--- src/rtl/lbc_ram.sv ---
module lbc_ram #(
    parameter int WIDTH = 8,
    parameter int DEPTH = 64
) (
    input  logic                     aclk,
    input  logic                     wr_en,
    input  logic [$clog2(DEPTH)-1:0] wr_addr,
    input  logic [WIDTH-1:0]         wr_data,
    input  logic [$clog2(DEPTH)-1:0] rd_addr,
    output logic [WIDTH-1:0]         rd_data
);

    logic [WIDTH-1:0] mem [DEPTH];

    always_ff @(posedge aclk) begin
        if (wr_en) begin
            mem[wr_addr] <= wr_data;
        end
        rd_data <= mem[rd_addr];
    end

endmodule

--- config.mk ---
export PLATFORM = sky130hd
export DESIGN_NAME = lbc_ram
export DESIGN_NICKNAME = d
export VERILOG_FILES = /design/src/rtl/lbc_ram.sv
export SDC_FILE = /design/constraint.sdc
export NUM_CORES = 1
export LEC_CHECK = 0
export ABC_AREA = 1
export BUFFER_PORTS_ARGS = -buffer_cell sky130_fd_sc_hd__buf_2
export CAP_MARGIN = 10
export CORE_MARGIN = 2
export CORE_UTILIZATION = 44
export DETAILED_ROUTE_END_ITERATION = 8
export GPL_TIMING_DRIVEN = 0
export SETUP_SLACK_MARGIN = 0.05
export SYNTH_ARGS = -nofsm -noshare
export SYNTH_HDL_FRONTEND = slang
export SYNTH_SLANG_ARGS = --single-unit
--- constraint.sdc ---
create_clock -name aclk -period 6.76 [get_ports aclk]
set_clock_uncertainty 0.2 [all_clocks]
set_input_delay 1.352 -clock aclk [delete_from_list [all_inputs] [get_ports aclk]]
set_output_delay 1.352 -clock aclk [all_outputs]
set_load 0.02 [all_outputs]
## After elaboration in Yosys (flattened, before gate mapping)

Memories as Yosys holds them, arrays and structs flattened. A register that Yosys moved wholly into a read port is not among the register bits.
Index checks and enable logic that the tools add are counted.

- Register bits: 0
- Latch bits: 0
- Memory bits (writable): 512
- ROM bits: 0
- Input bits: 22
- Memories: 1

- Add/sub/neg operators: 0
- $mul: 0
- Div/mod/pow operators: 0
- $lt $le $gt $ge: 0
- Equal/unequal tests: 0
- Shifts and indexed selects: 0
- Mux-type cells: 2
- Bitwise gates (word level): 0
- Reduce and logical (&&, ||, !) cells: 0

Memory list:

| name | depth | bits a word | read ports | clocked after Yosys merged registers in | wr ports | line | source |
|---|---|---|---|---|---|---|---|
| mem | 64 | 8 | 1 | 1 | 1 | 13 | `logic [WIDTH-1:0] mem [DEPTH];` |

Operators by type and width:

| kind | count |
|---|---|
| 1-bit 2-to-1 mux | 2 |

## Longest topological paths before layout

Gate-level depths: netlist (run 1).

- Depth after elaboration: 2
- Mapped depth: 12

## Least setup slack after synthesis (run 1)

No wires, ideal clock.

- Path type: in2reg
- From: input port wr_en
- To: memory mem[48][0], enable pin
- Setup time: 0.395 ns
- Arrival time: 2.723 ns
- Data required time: 6.165 ns
- Path slack: 3.442 ns
- Stages on the path: 3
- Buffers on the path: 1
- Cells stage by stage: clkbuf_1 > nand4_1 > nor4_1

- Longest elaborated chain between the ends: 2

RTL lines:

| element | line | source |
|---|---|---|
| start, declared | 6 | `input logic wr_en,` |
| 1-bit 2-to-1 mux | 16 | `if (wr_en) begin` |
| 1-bit 2-to-1 mux (not written as such) | 17 | `mem[wr_addr] <= wr_data;` |
| end, declared | 13 |  |

No other way between the ends.

## Worst setup path in the final report (run 1)

- From: input port wr_addr[0]
- To: memory mem[28][7], enable pin

RTL lines:

| element | line | source |
|---|---|---|
| start, declared | 7 | `input logic [$clog2(DEPTH)-1:0] wr_addr,` |

No word-level cell before the write port.

==> results of run 1 <==
## per-stage QoR
stage               total power [W]  cells
finish                      0.00695   2555
global placement            0.00411   2441
global route                0.00713   2553
CTS                         0.00697   2552
detailed placement          0.00413   2456
floorplan                   0.00390   1805
## registers in the layout (all words and copies together) (netlist names)
signal and count:
rd_data 8, mem 512
## report_power, final
| part | switching (W) | total, W | internal (W) |
|---|---|---|---|
| clock | 0.00122 | 0.00288 | 0.00166 |
| combinational | 0.000363 | 0.000493 | 0.000131 |
| sequential | 0.00000612 | 0.00357 | 0.00357 |
## cell type report
class                      instances  area (um^2)  area share
sequential                       520        15500       0.643
multi-input combinational       1160         5000       0.207
clock buffer                      64         1410      0.0583
buffer                           113          808      0.0334
tap                              615          769      0.0318
timing repair buffer              37          325      0.0135
clock inverter                    32          272      0.0112
inverter                          12         50.0     0.00207
antenna                            2         5.00    0.000207
## layer usage
layer / vias to the layer above / global-route usage / part of all wire
li1: 6543 / - / -
met1: 7005 / 0.367 / 0.43
met2: 714 / 0.381 / 0.45
met3: 99 / 0.0462 / 0.089
met4: 0 / 0.0944 / 0.031
met5: - / 0 / 0
## worst max-delay path, stage by stage
cell      delay [ns]
clkbuf_1        0.22
inv_1           0.31
nand4_1         0.54
nor2_1          1.06
## cell families after synthesis
group / after synthesis / share of synthesized area
buf+inv: 125 / 0.0402
simple gates: 1160 / 0.232
flops: 520 / 0.728
## path summary, 6_finish.rpt
path	from	to	slack, ns	depth (start not counted)
min	mem[24][4]	rd_data[4]	0.74	8
min reg2reg	mem[24][4]	rd_data[4]	0.74	8
max reg2reg	mem[27][2]	rd_data[2]	5.07	8
max	wr_addr[0]	mem[28][7]	3.30	4
## cell usage in the layout, fill, tap and decap left out, drive strengths merged
cell type / count
buf: 135
bufinv: 5
clkbuf: 79
clkinv: 26
dfxtp: 8
diode: 2
edfxtp: 512
inv: 13
nand2: 648
nand3: 439
nand4: 9
nor2: 56
nor4: 8
==> flow_metrics.tcl, run 1 <==
set metrics [dict create \
    p_leak_nw 8.75 \
    numCtsBuffers 53 \
    h-tree-depth 2 \
    clock.fmax_mhz 289 \
    synth.net_count 1827 \
    vias 14400 \
    via_per_inst 5.62 \
    synth_most_common_cell "nand2_1" \
    critPathMaxFanout 9 \
    fillers 4160 \
    hold_class "register to register" \
    clockBufferDepth 3 \
    groute.usage.overall 0.253 \
    start_util 0.446 \
    netlist-cell-type-count 16 \
    worst_slew_pin_slew_ns 1.16 \
    synth_area_leaders "edfxtp_1 72%, nand2_1 11%, nand3_1 10%, buf_6 1.8%, nor2_1 0.99%" \
    end_kind "register" \
    final_antenna_net_count 0 \
    layout_setup_ws_ns 3.30 \
    routedWlPerCell_um 24.6 \
    ys_seq_area_frac 0.728 \
    period_minus_slack_ns 3.46 \
    cts_tree "built" \
    post_dp_cell_area_um2 22500 \
    slew_headroom 0.223 \
    grt_pass1_vias 13600 \
    gp_congestion 0.919 \
    syn_area_um2 21300 \
    setup_viol 0 \
    drive_gt1_frac 0.106 \
    postCtsResizedCells 0 \
    die_w_um 224 \
    portBuffers 21 \
    fin_nets 1919 \
    whs_ns 0.743 \
    fp.dieH_um 224 \
    antenna_found_initial 3 \
    hold_viol 0 \
    place.detailed.hpwl_um 43200 \
    criticalPathCategory "input pin to register" \
    post_synth_inst_count 1805 \
    final_max_slew_viol_count 0 \
    cap_violations 0 \
    synth_top_area_cell "edfxtp_1" \
    async_reset_ff_frac 0 \
    power.density_nw_per_um2 288 \
    fin_util 0.505 \
    row_count 80 \
    preCtsSetupSlack_ns 2.77 \
    synth_seq_cells 520 \
    status "completed" \
    drt_first_pass_iters 6 \
    coreArea_um2 47800 \
    cp.arrival_ns 3.48 \
    dieArea_um2 50300 \
    synth_edf_count 512 \
    synth_flop_cell "edfxtp_1" \
    drc 0 \
    drt_iter0_drc 1702 \
    ctsHoldBuffers 0 \
    grt_pass1_wl_um 91200 \
    synth.top_cell.area_share 0.720 \
    tns_ns 0 \
    pin_count 30 \
    design_area_um2 24200 \
    clk_pin_slew_ns 0.06 \
    ir_drop_mv 0.181 \
    clock_latency_ns 0.62 \
    yosysWarnings 0 \
    cp_data_required_time_ns 6.78 \
    postCtsSetupBuffers 0 \
    wirelength_um 62700 \
    syn_avg_cell_area_um2 11.8 \
    period_share 0.512 \
    area_growth_pct 13.3 \
    cts.sinks 520 \
    rsz0062_at_grt "no" \
    grt_max_degree 65 \
    root_buffer "clkbuf_16" \
    start_kind "input pin" \
    overflow 0 \
    ys_top_cells_by_count "648 x nand2_1, 512 x edfxtp_1, 439 x nand3_1" \
]
Power figures use the tool's default switching activity.
==> run 2, diff against run 1 <==
ABC_AREA = 0   (was 1)
clock period = 3.13 ns   (was 6.76 ns; I/O delays follow)
==> run 2 against run 1 <==
  * Clock-buffer cell count grew 8
  * Via count shrank 32%
  * Largest cell class unchanged
  * Setup slack lost 3.2 ns
  * Register-to-register slack lost 4.3 ns
  * Routed wire length shrank 23%
  * Die area shrank 5.4%
  * Critical path type unchanged
  * Non-clock buffer count shrank 72
  * Largest power group unchanged
==> flow_metrics.tcl, run 2 <==
set metrics [dict create \
    status "completed" \
    cts_tree "built" \
    ctsHoldBuffers 0 \
    ys_seq_area_frac 0.770 \
    portBuffers 21 \
    fin_util 0.503 \
    synth_most_common_cell "edfxtp_1" \
    cp.arrival_ns 3.24 \
    period_share 0.964 \
    synth_xor_area_frac 0 \
    cap_violations 0 \
    fillers 3623 \
    row_count 78 \
    power.density_nw_per_um2 642 \
    synth_edf_count 512 \
    routedWlPerCell_um 28.9 \
    end_kind "register" \
    pin_count 30 \
    top_register "mem" \
    hold_viol 0 \
    place.detailed.hpwl_um 30800 \
    cts.sinks 520 \
    cp_data_required_time_ns 3.36 \
    final_cells 1663 \
    postCtsSetupBuffers 0 \
    synth_top_area_cell "edfxtp_1" \
    slew_headroom 0.178 \
    async_reset_ff_frac 0 \
    overflow 0 \
    synth_flop_cell "edfxtp_1" \
    start_util 0.445 \
    synthAdderAreaFrac 0 \
    via_per_inst 5.87 \
    drt_iter0_drc 978 \
    synth_area_leaders "edfxtp_1 76%, mux4_2 14%, nor2_1 1.5%, mux2i_1 1.1%, dfxtp_1 0.79%" \
    start_kind "input pin" \
    clk_pin_slew_ns 0.06 \
    multi_input_area_um2 4320 \
    grt_pass1_vias 9756 \
    root_buffer "clkbuf_16" \
    vias 9756 \
    drt_first_pass_iters 5 \
    post_synth_inst_count 940 \
    synth.top_cell.area_share 0.762 \
    regArea_um2 15500 \
    reg_top3 "mem (512), rd_data (8)" \
    synth.area.mux_share 0.159 \
    gp_congestion 0.917 \
    criticalPathCategory "input pin to register" \
    synth_compound_area_frac 0.0207 \
    largest_reg_flops 512 \
    final_antenna_net_count 0 \
    hold_class "input pin to register" \
    clock.fmax_mhz 331 \
    syn_avg_cell_area_um2 21.5 \
    h-tree-depth 2 \
    critPathMaxFanout 10 \
    setup_viol 0 \
    ys_top_cells_by_count "512 x edfxtp_1, 126 x mux4_2, 83 x nor2_1" \
    period_minus_slack_ns 3.02 \
    coreArea_um2 45300 \
    clock_latency_ns 0.58 \
    numCtsBuffers 51 \
    dp_cells 1563 \
    groute.usage.overall 0.208 \
    design_area_um2 22800 \
    yosysWarnings 0 \
    dieArea_um2 47600 \
    die_w_um 218 \
    p_leak_nw 7.07 \
    syn_area_um2 20200 \
    postCtsResizedCells 0 \
    synth.net_count 962 \
    whs_ns 0.250 \
    grt_max_degree 65 \
    worst_slew_pin_slew_ns 1.23 \
    synthSimpleGateAreaFrac 0.0339 \
    grt_pass1_wl_um 69100 \
    ir_drop_mv 0.454 \
    drive_gt1_frac 0.254 \
    final_cell_mix "512 x edfxtp_1, 126 x mux4_2, 83 x nor2_1, 53 x clkbuf_16" \
    drc 0 \
    fp.dieH_um 218 \
    rsz0062_at_grt "no" \
    netlist-cell-type-count 40 \
    final_max_slew_viol_count 0 \
    wirelength_um 48100 \
    synth_top_family_by_area "multiplexers" \
    final_common_cell "edfxtp_1" \
    synth_seq_cells 520 \
    antenna_found_initial 5 \
    clockBufferDepth 3 \
    area_growth_pct 13.0 \
    fin_nets 1042 \
    post_dp_cell_area_um2 21000 \
]
run 2: per-stage QoR:
stage | total power, W | setup slack, ns | TNS, ns
4_1_cts | 0.0147 | 0.136 | 0
2_1_floorplan | 0.00829 | 0.636 | 0
5_1_grt | 0.0150 | 0.0647 | 0
6_report | 0.0146 | 0.112 | 0
3_3_place_gp | 0.00864 | -0.536 | -2.68
3_5_place_dp | 0.00865 | -0.481 | -2.64
run 2: power breakdown:
group | leakage [nW] | internal (W) | switching [W] | total, W
Clock | 0.807 | 0.00362 | 0.00250 | 0.00612
Sequential | 4.67 | 0.00771 | 0.0000118 | 0.00772
Combinational | 1.59 | 0.000282 | 0.000509 | 0.000791
run 2: layout make-up:
class                      count  share of cell area
antenna                        2            0.000220
buffer                        51              0.0139
clock buffer                  72              0.0618
clock inverter                22              0.0113
multi-input combinational    369               0.190
sequential                   520               0.682
tap                          600              0.0329
timing repair buffer          27             0.00856
run 2: kinds of logic after synthesis:
| logic type | count (synthesis) |
|---|---|
| AO/OA/AOI/OAI | 54 |
| buffers and inverters | 51 |
| flip-flops | 520 |
| multiplexers | 162 |
| AND/OR/NAND/NOR | 153 |
run 2: per-layer routing:
layer  wire, um  GRT usage
met1      20600      0.297
met2      22700      0.321
met3       3250     0.0386
met4       1480     0.0753
met5         32          0
run 2: worst max-delay path, stage by stage:
cell and delay, ns:
buf_4 0.16, buf_2 0.50, buf_4 0.35, buf_2 0.38
mux4_2 0.37, mux2i_1 0.30, a21oi_1 0.12, o21ai_1 0.23
o41ai_1 0.19
run 2: final timing paths:
| check | to | slack (ns) | depth (start not counted) | from |
|---|---|---|---|---|
| min reg2reg | rd_data[2] | 0.80 | 4 | mem[22][2] |
| min | mem[55][3] | 0.25 | 1 | wr_data[3] |
| max reg2reg | rd_data[4] | 0.79 | 5 | mem[29][4] |
| max | rd_data[5] | 0.11 | 9 | rd_addr[1] |
